<file path="config.mk">
export PLATFORM = sky130hd
export DESIGN_NAME = distance_vector_route_update_top_flat
export DESIGN_NICKNAME = d
export VERILOG_FILES = /design/src/rtl/core/dvru_pkg.sv /design/src/rtl/core/dvru_channels.sv /design/src/rtl/core/dvru_dist_mem.sv /design/src/rtl/core/distance_vector_route_update_top.sv /design/src/flat_wrapper.sv
export SDC_FILE = /design/constraint.sdc
export NUM_CORES = 2
export LEC_CHECK = 0
export BUFFER_PORTS_ARGS = -buffer_cell sky130_fd_sc_hd__buf_2
export CAP_MARGIN = 10
export CORE_MARGIN = 2
export CORE_UTILIZATION = 40
export DETAILED_ROUTE_END_ITERATION = 8
export PLACE_DENSITY = 0.61
export SLEW_MARGIN = 25
export SYNTH_ARGS = -nofsm -noshare
export SYNTH_HDL_FRONTEND = slang
export SYNTH_SLANG_ARGS = --single-unit
</file>
<file path="constraint.sdc">
create_clock -name clk_i -period 20.6 [get_ports clk_i]
set_input_delay 1.03 -clock clk_i [delete_from_list [all_inputs] [get_ports clk_i]]
set_output_delay 1.03 -clock clk_i [all_outputs]
set_load 0.02 [all_outputs]
</file>
<file path="src/rtl/core/dvru_pkg.sv">
// Shared constants, types and helpers of the distance-vector route update block.
package dvru_pkg;

  localparam int ROUTER_COUNT   = 8;
  localparam int NEIGHBOR_SLOTS = 8;
  localparam int MAX_LINES      = 8;
  localparam int LINES          = (ROUTER_COUNT < MAX_LINES) ? ROUTER_COUNT : MAX_LINES;

  localparam int ROW_W  = 3;
  localparam int SLOT_W = 3;
  localparam int COST_W = 16;
  localparam int ID_W   = 16;
  localparam int IP_W   = 32;
  localparam int SUM_W  = COST_W + 1;
  localparam int ADDR_W = 2 * ROW_W;
  localparam int DIST_DEPTH = 1 << ADDR_W;

  localparam int CFG_IDX_W  = 2;
  localparam int CFG_DATA_W = 16;

  localparam logic [CFG_IDX_W-1:0] REG_SELF_INDEX    = CFG_IDX_W'(0);
  localparam logic [CFG_IDX_W-1:0] REG_INFINITE_COST = CFG_IDX_W'(1);

  localparam logic CMD_SET_NEIGHBOR = 1'b0;
  localparam logic CMD_VECTOR_ENTRY = 1'b1;

  localparam logic [COST_W-1:0] RESET_COST = '1;
  localparam logic [ID_W-1:0]   RESET_HOP  = '1;

  typedef logic [ADDR_W-1:0] dist_addr_t;

  typedef struct packed {
    logic              re;
    dist_addr_t        raddr;
    logic              we;
    dist_addr_t        waddr;
    logic [COST_W-1:0] wdata;
  } dist_req_t;

  function automatic logic row_ok(input logic [ROW_W-1:0] r);
    return {1'b0, r} < (ROW_W+1)'(ROUTER_COUNT);
  endfunction

  function automatic logic slot_ok(input logic [SLOT_W-1:0] s);
    return {1'b0, s} < (SLOT_W+1)'(NEIGHBOR_SLOTS);
  endfunction

endpackage

</file>
<file path="src/rtl/core/dvru_channels.sv">
// Handshake channel interfaces: vector input, route output, register writes.
interface dvru_in_if;
  logic                        valid;
  logic                        ready;
  logic                        command;
  logic [dvru_pkg::SLOT_W-1:0] slot;
  logic                        slot_valid;
  logic [dvru_pkg::ROW_W-1:0]  neighbor_row;
  logic [dvru_pkg::ID_W-1:0]   neighbor_id;
  logic [dvru_pkg::COST_W-1:0] link_cost;
  logic [dvru_pkg::IP_W-1:0]   sender_ip;
  logic [dvru_pkg::ROW_W-1:0]  destination;
  logic [dvru_pkg::COST_W-1:0] advertised_cost;
  logic                        last_entry;

  modport source (output valid, command, slot, slot_valid, neighbor_row, neighbor_id,
                  link_cost, sender_ip, destination, advertised_cost, last_entry,
                  input ready);
  modport sink   (input valid, command, slot, slot_valid, neighbor_row, neighbor_id,
                  link_cost, sender_ip, destination, advertised_cost, last_entry,
                  output ready);
endinterface

interface dvru_out_if;
  logic                        valid;
  logic                        ready;
  logic [dvru_pkg::ROW_W-1:0]  route_destination;
  logic [dvru_pkg::COST_W-1:0] route_cost;
  logic [dvru_pkg::ID_W-1:0]   route_next_hop;
  logic                        last_route;

  modport source (output valid, route_destination, route_cost, route_next_hop, last_route,
                  input ready);
  modport sink   (input valid, route_destination, route_cost, route_next_hop, last_route,
                  output ready);
endinterface

interface dvru_cfg_if;
  logic                            valid;
  logic                            ready;
  logic [dvru_pkg::CFG_IDX_W-1:0]  index;
  logic [dvru_pkg::CFG_DATA_W-1:0] data;

  modport source (output valid, index, data, input ready);
  modport sink   (input valid, index, data, output ready);
endinterface

</file>
<file path="src/rtl/core/dvru_dist_mem.sv">
// Distance matrix RAM: one write and one registered read port, per-entry reset flags.
module dvru_dist_mem (
  input  logic                        clk_i,
  input  logic                        rst_ni,
  input  dvru_pkg::dist_req_t         req_i,
  output logic [dvru_pkg::COST_W-1:0] rdata_o
);
  import dvru_pkg::*;

  logic [COST_W-1:0]     mem [DIST_DEPTH];
  logic [DIST_DEPTH-1:0] written_q;
  logic [COST_W-1:0]     rdata_q;
  logic [COST_W-1:0]     reset_val;

  // Unwritten entries read as their reset value: zero on the diagonal.
  assign reset_val = (req_i.raddr[ADDR_W-1:ROW_W] == req_i.raddr[ROW_W-1:0]) ? '0 : RESET_COST;

  always_ff @(posedge clk_i or negedge rst_ni) begin
    if (!rst_ni) begin
      written_q <= '0;
    end else if (req_i.we) begin
      written_q[req_i.waddr] <= 1'b1;
    end
  end

  always_ff @(posedge clk_i) begin
    if (req_i.we) begin
      mem[req_i.waddr] <= req_i.wdata;
    end
    if (req_i.re) begin
      rdata_q <= written_q[req_i.raddr] ? mem[req_i.raddr] : reset_val;
    end
  end

  assign rdata_o = rdata_q;

endmodule

</file>
<file path="src/rtl/core/distance_vector_route_update_top.sv">
// Distance-vector route update top: neighbor table, matrix RAM, relax and emit sequencer.
// A set-neighbor or unknown-sender entry finishes in IDLE; a RAM check goes on in ENTRY.
// A closing entry with changes runs a relax: destinations whose own cost is zero are skipped,
// others scan every slot (one RAM read per valid slot) and write back; then each line is emitted.
// Reset: matrix reads infinite cost with zero diagonal via per-entry flags; no clearing pass.
module distance_vector_route_update_top (
  input  logic clk_i,
  input  logic rst_ni,
  dvru_in_if.sink    in_i,
  dvru_out_if.source out_o,
  dvru_cfg_if.sink   cfg_i
);
  import dvru_pkg::*;

  localparam logic [3:0] ST_IDLE    = 4'd0;
  localparam logic [3:0] ST_ENTRY   = 4'd1;
  localparam logic [3:0] ST_R_OWN   = 4'd2;
  localparam logic [3:0] ST_R_CHK   = 4'd3;
  localparam logic [3:0] ST_R_SCAN  = 4'd4;
  localparam logic [3:0] ST_R_DRAIN = 4'd5;
  localparam logic [3:0] ST_R_WB    = 4'd6;
  localparam logic [3:0] ST_E_RD    = 4'd7;
  localparam logic [3:0] ST_E_LD    = 4'd8;

  // configuration
  logic [ROW_W-1:0]  self_index_q;
  logic [COST_W-1:0] inf_q;
  logic              self_ok;

  // neighbor table
  logic              nb_valid_q [NEIGHBOR_SLOTS];
  logic [IP_W-1:0]   nb_ip_q    [NEIGHBOR_SLOTS];
  logic [ROW_W-1:0]  nb_row_q   [NEIGHBOR_SLOTS];
  logic [ID_W-1:0]   nb_id_q    [NEIGHBOR_SLOTS];
  logic [COST_W-1:0] nb_cost_q  [NEIGHBOR_SLOTS];
  logic [ID_W-1:0]   nh_q       [ROUTER_COUNT];

  logic [3:0]        state_q, state_d;
  logic              changed_q, changed_d;
  logic [ROW_W-1:0]  d_q, d_d;
  logic [SLOT_W-1:0] s_q, s_d;
  logic              pend_q, pend_d;
  logic [SLOT_W-1:0] pend_slot_q, pend_slot_d;
  logic [COST_W-1:0] cur_own_q, cur_own_d;
  logic [SUM_W-1:0]  best_q, best_d;

  logic [ROW_W-1:0]  ent_row_q, ent_dest_q;
  logic [COST_W-1:0] ent_adv_q;
  logic              ent_last_q;

  logic              out_valid_q;
  logic [ROW_W-1:0]  out_dest_q;
  logic [COST_W-1:0] out_cost_q;
  logic [ID_W-1:0]   out_nh_q;
  logic              out_last_q;

  logic              in_fire, cfg_fire, nb_we, ent_load, nh_we, out_load;
  logic              hit;
  logic [SLOT_W-1:0] hit_slot;
  logic [ROW_W-1:0]  hit_row;
  logic              entry_diff, close_go, close_emit;
  logic [ROW_W-1:0]  proc_row;
  logic [COST_W-1:0] proc_val;
  logic [SUM_W-1:0]  proc_sum;
  logic              proc_better;
  logic              last_dest, last_line, last_slot;

  dist_req_t         mem_req;
  logic [COST_W-1:0] mem_rdata;

  dvru_dist_mem u_dist_mem (
    .clk_i   (clk_i),
    .rst_ni  (rst_ni),
    .req_i   (mem_req),
    .rdata_o (mem_rdata)
  );

  assign in_i.ready  = (state_q == ST_IDLE);
  assign in_fire     = in_i.valid && in_i.ready;
  assign cfg_i.ready = 1'b1;
  assign cfg_fire    = cfg_i.valid && cfg_i.ready;
  assign self_ok     = row_ok(self_index_q);
  assign nb_we       = in_fire && (in_i.command == CMD_SET_NEIGHBOR) && slot_ok(in_i.slot);

  assign last_dest = (d_q == ROW_W'(ROUTER_COUNT - 1));
  assign last_line = (d_q == ROW_W'(LINES - 1));
  assign last_slot = (s_q == SLOT_W'(NEIGHBOR_SLOTS - 1));

  // Sender lookup: lowest matching valid slot wins.
  always_comb begin
    hit      = 1'b0;
    hit_slot = '0;
    for (int s = NEIGHBOR_SLOTS - 1; s >= 0; s--) begin
      if (nb_valid_q[s] && (nb_ip_q[s] == in_i.sender_ip)) begin
        hit      = 1'b1;
        hit_slot = SLOT_W'(s);
      end
    end
  end
  assign hit_row = nb_row_q[hit_slot];

  // Relax datapath; a neighbor row equal to our own row takes the running own cost.
  assign proc_row    = nb_row_q[pend_slot_q];
  assign proc_val    = (proc_row == self_index_q) ? cur_own_q : mem_rdata;
  assign proc_sum    = SUM_W'(nb_cost_q[pend_slot_q]) + SUM_W'(proc_val);
  assign proc_better = pend_q && (proc_sum < best_q);

  always_comb begin
    state_d     = state_q;
    changed_d   = changed_q;
    d_d         = d_q;
    s_d         = s_q;
    pend_d      = 1'b0;
    pend_slot_d = pend_slot_q;
    cur_own_d   = cur_own_q;
    best_d      = best_q;
    ent_load    = 1'b0;
    nh_we       = 1'b0;
    out_load    = 1'b0;
    entry_diff  = 1'b0;
    close_go    = 1'b0;
    close_emit  = 1'b0;
    mem_req     = '0;

    case (state_q)
      ST_IDLE: begin
        if (in_fire && (in_i.command == CMD_VECTOR_ENTRY) && hit) begin
          ent_load = 1'b1;
          if (row_ok(hit_row) && row_ok(in_i.destination)) begin
            mem_req.re    = 1'b1;
            mem_req.raddr = {hit_row, in_i.destination};
            state_d       = ST_ENTRY;
          end else if (in_i.last_entry) begin
            close_go   = 1'b1;
            close_emit = changed_q;
          end
        end
      end
      ST_ENTRY: begin
        entry_diff = (mem_rdata != ent_adv_q);
        if (entry_diff) begin
          mem_req.we    = 1'b1;
          mem_req.waddr = {ent_row_q, ent_dest_q};
          mem_req.wdata = ent_adv_q;
        end
        if (ent_last_q) begin
          close_go   = 1'b1;
          close_emit = changed_q || entry_diff;
        end else begin
          changed_d = changed_q || entry_diff;
          state_d   = ST_IDLE;
        end
      end
      ST_R_OWN: begin
        mem_req.re    = 1'b1;
        mem_req.raddr = {self_index_q, d_q};
        state_d       = ST_R_CHK;
      end
      ST_R_CHK: begin
        if (mem_rdata == '0) begin
          // skip destinations we reach at zero cost
          if (last_dest) begin
            d_d     = '0;
            state_d = ST_E_RD;
          end else begin
            d_d     = d_q + ROW_W'(1);
            state_d = ST_R_OWN;
          end
        end else begin
          cur_own_d = mem_rdata;
          best_d    = {1'b0, inf_q};
          s_d       = '0;
          state_d   = ST_R_SCAN;
        end
      end
      ST_R_SCAN: begin
        if (proc_better) begin
          best_d    = proc_sum;
          cur_own_d = proc_sum[COST_W-1:0];
          nh_we     = 1'b1;
        end
        pend_d        = nb_valid_q[s_q] && row_ok(nb_row_q[s_q]);
        pend_slot_d   = s_q;
        mem_req.re    = pend_d;
        mem_req.raddr = {nb_row_q[s_q], d_q};
        if (last_slot) begin
          state_d = ST_R_DRAIN;
        end else begin
          s_d = s_q + SLOT_W'(1);
        end
      end
      ST_R_DRAIN: begin
        if (proc_better) begin
          best_d    = proc_sum;
          cur_own_d = proc_sum[COST_W-1:0];
          nh_we     = 1'b1;
        end
        state_d = ST_R_WB;
      end
      ST_R_WB: begin
        mem_req.we    = 1'b1;
        mem_req.waddr = {self_index_q, d_q};
        mem_req.wdata = cur_own_q;
        if (last_dest) begin
          d_d     = '0;
          state_d = ST_E_RD;
        end else begin
          d_d     = d_q + ROW_W'(1);
          state_d = ST_R_OWN;
        end
      end
      ST_E_RD: begin
        mem_req.re    = self_ok;
        mem_req.raddr = {self_index_q, d_q};
        state_d       = ST_E_LD;
      end
      ST_E_LD: begin
        // hold the read data until the output register frees up
        if (!out_valid_q || out_o.ready) begin
          out_load = 1'b1;
          if (last_line) begin
            state_d = ST_IDLE;
          end else begin
            d_d     = d_q + ROW_W'(1);
            state_d = ST_E_RD;
          end
        end
      end
      default: begin
        state_d = ST_IDLE;
      end
    endcase

    if (close_go) begin
      changed_d = 1'b0;
      if (close_emit) begin
        d_d     = '0;
        state_d = self_ok ? ST_R_OWN : ST_E_RD;
      end else begin
        state_d = ST_IDLE;
      end
    end
  end

  always_ff @(posedge clk_i or negedge rst_ni) begin
    if (!rst_ni) begin
      state_q      <= ST_IDLE;
      changed_q    <= 1'b0;
      d_q          <= '0;
      s_q          <= '0;
      pend_q       <= 1'b0;
      pend_slot_q  <= '0;
      out_valid_q  <= 1'b0;
      self_index_q <= '0;
      inf_q        <= RESET_COST;
      for (int i = 0; i < NEIGHBOR_SLOTS; i++) begin
        nb_valid_q[i] <= 1'b0;
      end
      for (int i = 0; i < ROUTER_COUNT; i++) begin
        nh_q[i] <= RESET_HOP;
      end
    end else begin
      state_q     <= state_d;
      changed_q   <= changed_d;
      d_q         <= d_d;
      s_q         <= s_d;
      pend_q      <= pend_d;
      pend_slot_q <= pend_slot_d;
      if (out_load) begin
        out_valid_q <= 1'b1;
      end else if (out_o.ready) begin
        out_valid_q <= 1'b0;
      end
      if (cfg_fire) begin
        case (cfg_i.index)
          REG_SELF_INDEX:    self_index_q <= cfg_i.data[ROW_W-1:0];
          REG_INFINITE_COST: inf_q        <= cfg_i.data[COST_W-1:0];
          default: ;
        endcase
      end
      if (nb_we) begin
        nb_valid_q[in_i.slot] <= in_i.slot_valid;
      end
      if (nh_we) begin
        nh_q[d_q] <= nb_id_q[pend_slot_q];
      end
    end
  end

  always_ff @(posedge clk_i) begin
    cur_own_q <= cur_own_d;
    best_q    <= best_d;
    if (nb_we) begin
      nb_ip_q[in_i.slot]   <= in_i.sender_ip;
      nb_row_q[in_i.slot]  <= in_i.neighbor_row;
      nb_id_q[in_i.slot]   <= in_i.neighbor_id;
      nb_cost_q[in_i.slot] <= in_i.link_cost;
    end
    if (ent_load) begin
      ent_row_q  <= hit_row;
      ent_dest_q <= in_i.destination;
      ent_adv_q  <= in_i.advertised_cost;
      ent_last_q <= in_i.last_entry;
    end
    if (out_load) begin
      out_dest_q <= d_q;
      out_cost_q <= self_ok ? mem_rdata : inf_q;
      out_nh_q   <= nh_q[d_q];
      out_last_q <= last_line;
    end
  end

  assign out_o.valid             = out_valid_q;
  assign out_o.route_destination = out_dest_q;
  assign out_o.route_cost        = out_cost_q;
  assign out_o.route_next_hop    = out_nh_q;
  assign out_o.last_route        = out_last_q;

endmodule

</file>
<file path="src/flat_wrapper.sv">
// flat-port wrapper written by rule: the top's interface ports become plain ports
module distance_vector_route_update_top_flat import dvru_pkg::*;
  (clk_i, rst_ni, in_i_valid, in_i_command, in_i_slot, in_i_slot_valid, in_i_neighbor_row, in_i_neighbor_id, in_i_link_cost, in_i_sender_ip, in_i_destination, in_i_advertised_cost, in_i_last_entry, in_i_ready, out_o_valid, out_o_route_destination, out_o_route_cost, out_o_route_next_hop, out_o_last_route, out_o_ready, cfg_i_valid, cfg_i_index, cfg_i_data, cfg_i_ready);
  dvru_in_if in_i_i ();
  dvru_out_if out_o_i ();
  dvru_cfg_if cfg_i_i ();
  input  logic clk_i;
  input  logic rst_ni;
  input wire logic [$bits(in_i_i.valid)-1:0] in_i_valid;
  input wire logic [$bits(in_i_i.command)-1:0] in_i_command;
  input wire logic [$bits(in_i_i.slot)-1:0] in_i_slot;
  input wire logic [$bits(in_i_i.slot_valid)-1:0] in_i_slot_valid;
  input wire logic [$bits(in_i_i.neighbor_row)-1:0] in_i_neighbor_row;
  input wire logic [$bits(in_i_i.neighbor_id)-1:0] in_i_neighbor_id;
  input wire logic [$bits(in_i_i.link_cost)-1:0] in_i_link_cost;
  input wire logic [$bits(in_i_i.sender_ip)-1:0] in_i_sender_ip;
  input wire logic [$bits(in_i_i.destination)-1:0] in_i_destination;
  input wire logic [$bits(in_i_i.advertised_cost)-1:0] in_i_advertised_cost;
  input wire logic [$bits(in_i_i.last_entry)-1:0] in_i_last_entry;
  output wire logic [$bits(in_i_i.ready)-1:0] in_i_ready;
  output wire logic [$bits(out_o_i.valid)-1:0] out_o_valid;
  output wire logic [$bits(out_o_i.route_destination)-1:0] out_o_route_destination;
  output wire logic [$bits(out_o_i.route_cost)-1:0] out_o_route_cost;
  output wire logic [$bits(out_o_i.route_next_hop)-1:0] out_o_route_next_hop;
  output wire logic [$bits(out_o_i.last_route)-1:0] out_o_last_route;
  input wire logic [$bits(out_o_i.ready)-1:0] out_o_ready;
  input wire logic [$bits(cfg_i_i.valid)-1:0] cfg_i_valid;
  input wire logic [$bits(cfg_i_i.index)-1:0] cfg_i_index;
  input wire logic [$bits(cfg_i_i.data)-1:0] cfg_i_data;
  output wire logic [$bits(cfg_i_i.ready)-1:0] cfg_i_ready;
  assign in_i_i.valid = in_i_valid;
  assign in_i_i.command = in_i_command;
  assign in_i_i.slot = in_i_slot;
  assign in_i_i.slot_valid = in_i_slot_valid;
  assign in_i_i.neighbor_row = in_i_neighbor_row;
  assign in_i_i.neighbor_id = in_i_neighbor_id;
  assign in_i_i.link_cost = in_i_link_cost;
  assign in_i_i.sender_ip = in_i_sender_ip;
  assign in_i_i.destination = in_i_destination;
  assign in_i_i.advertised_cost = in_i_advertised_cost;
  assign in_i_i.last_entry = in_i_last_entry;
  assign in_i_ready = in_i_i.ready;
  assign out_o_valid = out_o_i.valid;
  assign out_o_route_destination = out_o_i.route_destination;
  assign out_o_route_cost = out_o_i.route_cost;
  assign out_o_route_next_hop = out_o_i.route_next_hop;
  assign out_o_last_route = out_o_i.last_route;
  assign out_o_i.ready = out_o_ready;
  assign cfg_i_i.valid = cfg_i_valid;
  assign cfg_i_i.index = cfg_i_index;
  assign cfg_i_i.data = cfg_i_data;
  assign cfg_i_ready = cfg_i_i.ready;
  distance_vector_route_update_top u_core (.clk_i(clk_i), .rst_ni(rst_ni), .in_i(in_i_i), .out_o(out_o_i), .cfg_i(cfg_i_i));
endmodule
</file>
## Word level (Yosys, flattened, before mapping)

Memories as Yosys holds them, arrays and structs flattened.
Index checks and enable logic that the tools add are counted.

- Register bits after elaboration: 343
- Bits in writable memories: 1,560
- Logic and storage cells: 208
- Memories kept: 5

- Add/subtract/negate cells: 3
- $lt $le $gt $ge: 9
- Eq/ne operators: 30
- Multiplexer cells: 85
- Bitwise gates (word level): 5
- Reduce and logical (&&, ||, !) cells: 34

Memory list:

| memory | words | width | read ports | clocked after memory_dff | write ports | RTL line | source |
|---|---|---|---|---|---|---|---|
| u_core.u_dist_mem.mem | 64 | 16 | 1 | 0 | 1 | dvru_dist_mem.sv:10 | `logic [COST_W-1:0] mem [DIST_DEPTH];` |
| u_core.nb_ip_q | 8 | 32 | 8 | 0 | 1 | distance_vector_route_update_top.sv:32 | `logic [IP_W-1:0] nb_ip_q [NEIGHBOR_SLOTS];` |
| u_core.nb_cost_q | 8 | 16 | 1 | 0 | 1 | distance_vector_route_update_top.sv:35 | `logic [COST_W-1:0] nb_cost_q [NEIGHBOR_SLOTS];` |
| u_core.nb_id_q | 8 | 16 | 1 | 0 | 1 | distance_vector_route_update_top.sv:34 | `logic [ID_W-1:0] nb_id_q [NEIGHBOR_SLOTS];` |
| u_core.nb_row_q | 8 | 3 | 3 | 0 | 1 | distance_vector_route_update_top.sv:33 | `logic [ROW_W-1:0] nb_row_q [NEIGHBOR_SLOTS];` |

Operators with widths:

| kind | number |
|---|---|
| == test 32 bit | 8 |
| bitwise mux 128 bit | 1 |
| 2-to-1 mux 16 bit | 8 |
| bitwise OR 64 bit | 1 |
| 2-to-1 mux 3 bit | 18 |
| binary-select mux 16 bit (select 3 bit) | 1 |
| demux 16 bit (select 3 bit) | 1 |
| case mux 23 bit (2 select lines) | 1 |
| case mux 4 bit (9 select lines) | 1 |
| 2-to-1 mux 17 bit | 2 |
| case mux 17 bit (2 select lines) | 1 |
| 2-to-1 mux 1 bit | 33 |
| case mux 16 bit (2 select lines) | 1 |
| 2-to-1 mux 4 bit | 6 |
| 2-to-1 mux 23 bit | 1 |
| case mux 7 bit (3 select lines) | 1 |
| adder 16 x 16 -> 17 bit | 1 |
| < comparator 17 bit | 1 |
| == test 4 x 3 -> 1 bit, second input constant | 4 |
| logical AND 1 bit | 16 |
| logical NOT 16 bit | 1 |
| != test 16 bit | 1 |
| < comparator 6 x 7 -> 1 bit, second input constant | 2 |
| >= comparator 4 bit, second input constant | 3 |
| 33 further kinds | 52 |

## Depth between registers and ports, before layout

An unclocked memory read counts as a cell.

- Depth after elaboration: 17
- Depth in mapped cells: 30

## Hierarchy

Synthesis repeated with hierarchy kept, for this count alone.

- Cell total of the unflattened synthesis: 4,377
- Area total of the unflattened synthesis: 78,780.6 um^2

Modules (own cells, without submodules):

| module | times used | cells each | area an instance (um^2) | sequential area each (um^2) |
|---|---|---|---|---|
| dvru_dist_mem | 1 | 2,214 | 43,735.7 | 32,831.5 |
| distance_vector_route_update_top | 1 | 2,163 | 35,044.9 | 23,317.4 |

## Worst setup path before layout

No wires, ideal clock.

- Path type: flip-flop to flip-flop
- Start point: register u_core.pend_slot_q[0]
- End point: register u_core.best_q[0], enable pin
- Arrival: 7,458 ps
- Required time: 20,209 ps
- Setup slack: 12,751 ps
- Cell stages (with the launch flop): 30
- Path buffers: 5
- Path through: dfrtp_1 clkbuf_1 clkbuf_1 clkbuf_1 buf_1 mux4_2 mux2_2 ha_1 fa_1 a21o_1 a21oi_1 o21bai_1 a21oi_1 o21bai_1 a21oi_1 o21bai_1 a21oi_1 o21bai_1 a21oi_1 o21bai_1 a21oi_1 xor2_1 inv_1 ha_1 a21oi_1 nor2b_1 nor4b_1 buf_1 o21ai_0 nand2_1

- Word-level cells in the longest chain between the ends: 8
- Elaborated cells between the ends (all ways): 9
- Classes of those cells: 1 x add/sub; 1 x order compare; 2 x eq/ne; 1 x mux; 2 x reduce/logical; 2 x memory

Ends and longest elaborated chain:

| what | RTL line | source |
|---|---|---|
| from (decl) | distance_vector_route_update_top.sv:43 | `logic [SLOT_W-1:0] pend_slot_q, pend_slot_d;` |
| from (signal assigned) | distance_vector_route_update_top.sv:268 | `pend_slot_q <= pend_slot_d;` |
| memory (8 x 3 bit) | - |  |
| == test 3 bit | distance_vector_route_update_top.sv:104 | `assign proc_val = (proc_row == self_index_q) ? cur_own_q : mem_rdata;` |
| 2-to-1 mux 16 bit | distance_vector_route_update_top.sv:104 |  |
| adder 16 x 16 -> 17 bit (*) | distance_vector_route_update_top.sv:105 | `assign proc_sum = SUM_W'(nb_cost_q[pend_slot_q]) + SUM_W'(proc_val);` |
| < comparator 17 bit (*) | distance_vector_route_update_top.sv:106 | `assign proc_better = pend_q && (proc_sum < best_q);` |
| logical AND 1 bit (*) | distance_vector_route_update_top.sv:106 |  |
| != test 2 x 1 -> 1 bit (no source line) (*) | - |  |
| AND reduction 3 bit (no source line) (*) | - |  |
| to (signal assigned) | distance_vector_route_update_top.sv:292 | `best_q <= best_d;` |
| to (decl) | distance_vector_route_update_top.sv:45 | `logic [SUM_W-1:0] best_q, best_d;` |

Every way passes the cells marked *; elsewhere a longest branch is shown, timed or not.
A chain may end at the register's enable or synchronous reset.

## Worst setup path after layout

- Start point: register u_core.pend_slot_q[0]
- End point: register u_core.cur_own_q[11], enable pin

- Word-level cells in the longest chain between the ends: 8
- Elaborated cells between the ends (all ways): 9
- Classes of those cells: 1 x add/sub; 1 x order compare; 2 x eq/ne; 1 x mux; 2 x reduce/logical; 2 x memory

Ends and longest elaborated chain:

| what | RTL line | source |
|---|---|---|
| memory (8 x 3 bit) | - |  |
| == test 3 bit | distance_vector_route_update_top.sv:104 |  |
| 2-to-1 mux 16 bit | distance_vector_route_update_top.sv:104 |  |
| adder 16 x 16 -> 17 bit (*) | distance_vector_route_update_top.sv:105 |  |
| < comparator 17 bit (*) | distance_vector_route_update_top.sv:106 |  |
| logical AND 1 bit (*) | distance_vector_route_update_top.sv:106 |  |
| != test 2 x 1 -> 1 bit (no source line) (*) | - |  |
| AND reduction 3 bit (no source line) (*) | - |  |
| to (signal assigned) | distance_vector_route_update_top.sv:291 | `cur_own_q <= cur_own_d;` |
| to (decl) | distance_vector_route_update_top.sv:44 | `logic [COST_W-1:0] cur_own_q, cur_own_d;` |

Marked as above.

==> summary.md <==
| Metric | Value |
|---|---|
| Post-CTS sizing | `0` |
| Boundary Pins | `154` |
| Slew at the pin closest to its max-slew limit | `1.11 ns` |
| Via count | `48000` |
| Gr ovfl total | `0` |
| CTS H-tree lvls | `4` |
| Area grow syn2layout | `12.8%` |
| P_sw | `1.61 mW` |
| Layout cells sized above 1 | `19.1%` |
| Top cell by count, worst path | `a21oi_1` |
| Sequential cell area fraction in the yosys report | `70.7%` |
| Core Area | `0.197 mm²` |
| P_leak | `30.8 nW` |
| Clock Latency Late Sink | `0.85 ns` |
| Clock tree buffer depth | `3` |
| Sequential share of power | `53.8%` |
| Endpoints failing hold | `0` |
| RSZ-0062 raised after global routing | `no` |
| # clock sinks | `1903` |
| Clk slew on worst S/H paths | `0.06 ns` |
| Syn Nets | `5847` |
| DRT antenna net count | `0` |
| WP depth | `28` |
| WL/cell | `24.3 µm` |
| Post-Route WL | `210 mm` |
| Post-layout minimum cycle time | `8.52 ns` |
| Slew HR | `25.8%` |
| Final period util | `41.4%` |
| Status | `complete, no violations` |
| Die area | `0.202 mm²` |
| I/O Buffers | `152` |
| Startpoint types | `flip-flop` |
| Yosys Warn Count | `0` |
| CTS tree | `done` |
| Crit path max fanout | `37` |
| Max Freq | `117 MHz` |
| Post-DR vias/cell | `5.55` |
| Crit path max-delay family | `compound AO/OA/AOI/OAI gates` |
| Initial core utilization | `40.3%` |
| Critical Path RT | `21.11 ns` |
| # DRC | `0` |
| Post-Syn Area | `0.0795 mm²` |
| Crit path capture type | `flip-flop` |
| Comb power frac | `1.8%` |
| Global-route wire length before repair | `310 mm` |
| Max IR drop VDD | `0.0766 mV` |
| Cts bufs inserted | `189` |
| Bufs and invs on worst path | `2` |
| Die Ht | `450 µm` |
| Root Buffer | `clkbuf_16` |
| CP peak stage delay | `0.91 ns` |
| 1st-iter DRT viols | `4982` |
| P per Cell Area | `87.2 mW/mm²` |
| FF+latch count, synth | `1903` |
| Async set-reset flop share out of synthesis | `12.3%` |
| Setup TNS | `0 ns` |
| Slowest-stage cell, CP | `dfrtp_4` |
| Hold crit path type | `primary input to async pin` |
| Tot GR Track Use | `20.3%` |
| Fin. max-slew vios | `0` |
| Largest net degree at the start of global routing | `183` |
| Max-Cap Viols | `0` |
| Worst Skew | `0.0399 ns` |
| Cell count after synthesis | `5693` |
| Postcts setup bufs | `0` |
| Final setup fails | `0` |
| Placed cell area | `0.0833 mm²` |
| Average cell area after synthesis | `14.0 µm²` |
| Clock Power Share | `44.4%` |
| Setup CP Type | `flip-flop to flip-flop` |
| Sw frac | `20.6%` |
| Die Width | `450 µm` |
| Post-synth EDFFs | `1668` |
| Initial antenna violation count | `15` |
| Hold-fix buffers, CTS | `0` |
| Nets | `5991` |
| Pre-Repair DR Iteration Count | `6` |
| Int Pwr | `6.20 mW` |
| GP Congestion | `0.897` |
| Crit path DAT | `9.03 ns` |
| Ys flop type | `edfxtp_1` |
| Row cnt | `163` |
| Count of cell types in the netlist | `81` |
| FF-to-FF path depth | `28` |
| Final instance area | `0.0896 mm²` |
| Dpl hpwl | `125 mm` |
| Vias in the first global route | `46500` |
| Post-layout util | `45.4%` |
| Total Power | `7.81 mW` |
## routing by layer
layer	track usage [%]	vias up	share of wire, %
li1	-	21500	-
met1	28.5	24400	44
met2	31.5	1718	46
met3	3.20	375	6.2
met4	8.59	12	4.3
met5	0	-	0.034
## cell families after synthesis
| kind of cell | count (synthesis) | synth area share, % |
|---|---|---|
| simple gates | 2249 | 12.8 |
| flops | 1903 | 70.7 |
| compound gates | 508 | 4.87 |
| buf+inv | 378 | 2.18 |
| mux | 324 | 5.64 |
| xor+xnor | 291 | 3.23 |
| fa+ha+maj | 39 | 0.624 |
| other cells | 1 | 0.00472 |
## power by group through the flow
stage	Sequential, mW	Combinational (mW)	Clock (mW)
after global routing	4.21	0.154	3.66
after floorplan	4.28	0.0776	0
after CTS	4.21	0.144	3.52
after detailed placement	4.29	0.143	0
after global placement	4.28	0.140	0
final	4.21	0.142	3.47
## worst paths after layout
path	startpoint	end	slack, ns
worst max-delay path	u_core.pend_slot_q[0]	u_core.cur_own_q[11]	12.08
worst min-delay path	rst_ni	u_core.nb_valid_q[0]	0.18
max in group asynchronous	rst_ni	u_core.u_dist_mem.written_q[14]	18.44
min in group clk_i	in_i_destination[1]	u_core.ent_dest_q[1]	0.41
worst max register to register	u_core.pend_slot_q[0]	u_core.cur_own_q[11]	12.08
worst min register to register	u_core.u_dist_mem.written_q[28]	u_core.u_dist_mem.written_q[28]	0.46
## cells in the mapped netlist (all sizes together) (20+ instances only)
cell type / n / area share (%)
xor2: 221 / 2.4
a22oi: 66 / 0.62
and3: 83 / 0.65
ha: 38 / 0.60
dfrtp: 91 / 2.9
mux2i: 38 / 0.48
xnor2: 70 / 0.79
mux4: 78 / 2.2
mux2: 208 / 2.9
a31oi: 22 / 0.17
a32oi: 20 / 0.22
nand4: 49 / 0.40
clkbuf: 165 / 0.78
nand2: 1232 / 5.8
o21ai: 80 / 0.50
nand3: 518 / 3.3
edfxtp: 1668 / 63
buf: 171 / 1.2
nor2: 101 / 0.48
nor4: 96 / 0.76
a311o: 31 / 0.39
a21oi: 34 / 0.24
or2: 71 / 0.56
a22o: 33 / 0.36
inv: 41 / 0.19
dfstp: 144 / 4.8
nor3: 30 / 0.19
o211ai: 41 / 0.39
a311oi: 81 / 0.89
## layout make-up
class	count	area, µm²
Clock inverter	96	1050
Timing Repair Buffer	289	1830
Clock buffer	258	5180
Tap cell	2640	3300
Inverter	42	158
Fill cell	17500	108000
Multi-Input combinational cell	3412	21900
Sequential cell	1903	56200
Antenna cell	7	17.5
## per-stage QoR
stage / instances / worst slack (ns) / hold slack, ns
2_1_floorplan: 5693 / 12.75 / 0.430
3_3_place_gp: 8285 / 11.68 / 0.442
3_5_place_dp: 8286 / 11.61 / 0.444
4_1_cts: 8640 / 11.62 / 0.136
5_1_grt: 8643 / 11.31 / 0.176
6_report: 8647 / 12.08 / 0.183
## flip-flops by register name (all words and copies together) (netlist names), 17 cells and up
| register | flops |
|---|---|
| u_core.u_dist_mem.written_q | 64 |
| u_core.nh_q | 128 |
| u_core.best_q | 17 |
| u_core.nb_cost_q | 128 |
| u_core.nb_id_q | 128 |
| u_core.u_dist_mem.mem | 1024 |
| u_core.nb_ip_q | 256 |
| u_core.nb_row_q | 24 |
## placed cells by master, fill, tap and decap left out, types with 20 or more instances in the layout
master     synthesis  layout
buf_4             24     133
inv_1             40      40
nand4_1           48      48
clkbuf_1         165      55
nor4_1            95      94
a311oi_1          81      81
nor2_4             0      21
a22oi_1           66      66
and3_1            83      83
or2_2             71      71
ha_1              38      38
nor2_1           101      74
xor2_1           221     221
clkinv_1           1      27
buf_2             94     151
mux4_2            78      78
edfxtp_1        1668    1668
a311o_1           31      31
a31oi_1           22      21
dfrtp_1           91      88
a32oi_1           20      20
o211ai_1          40      40
clkinv_2           0      31
xnor2_1           68      68
nand3_1          517     517
mux2i_1           38      38
mux2_2           208     208
dfstp_2          144     144
clkbuf_16          0     194
nand2_1         1230    1229
o21ai_0           78      78
a21oi_1           31      31
nor3_1            30      24
(Power assumes the default switching activity.)
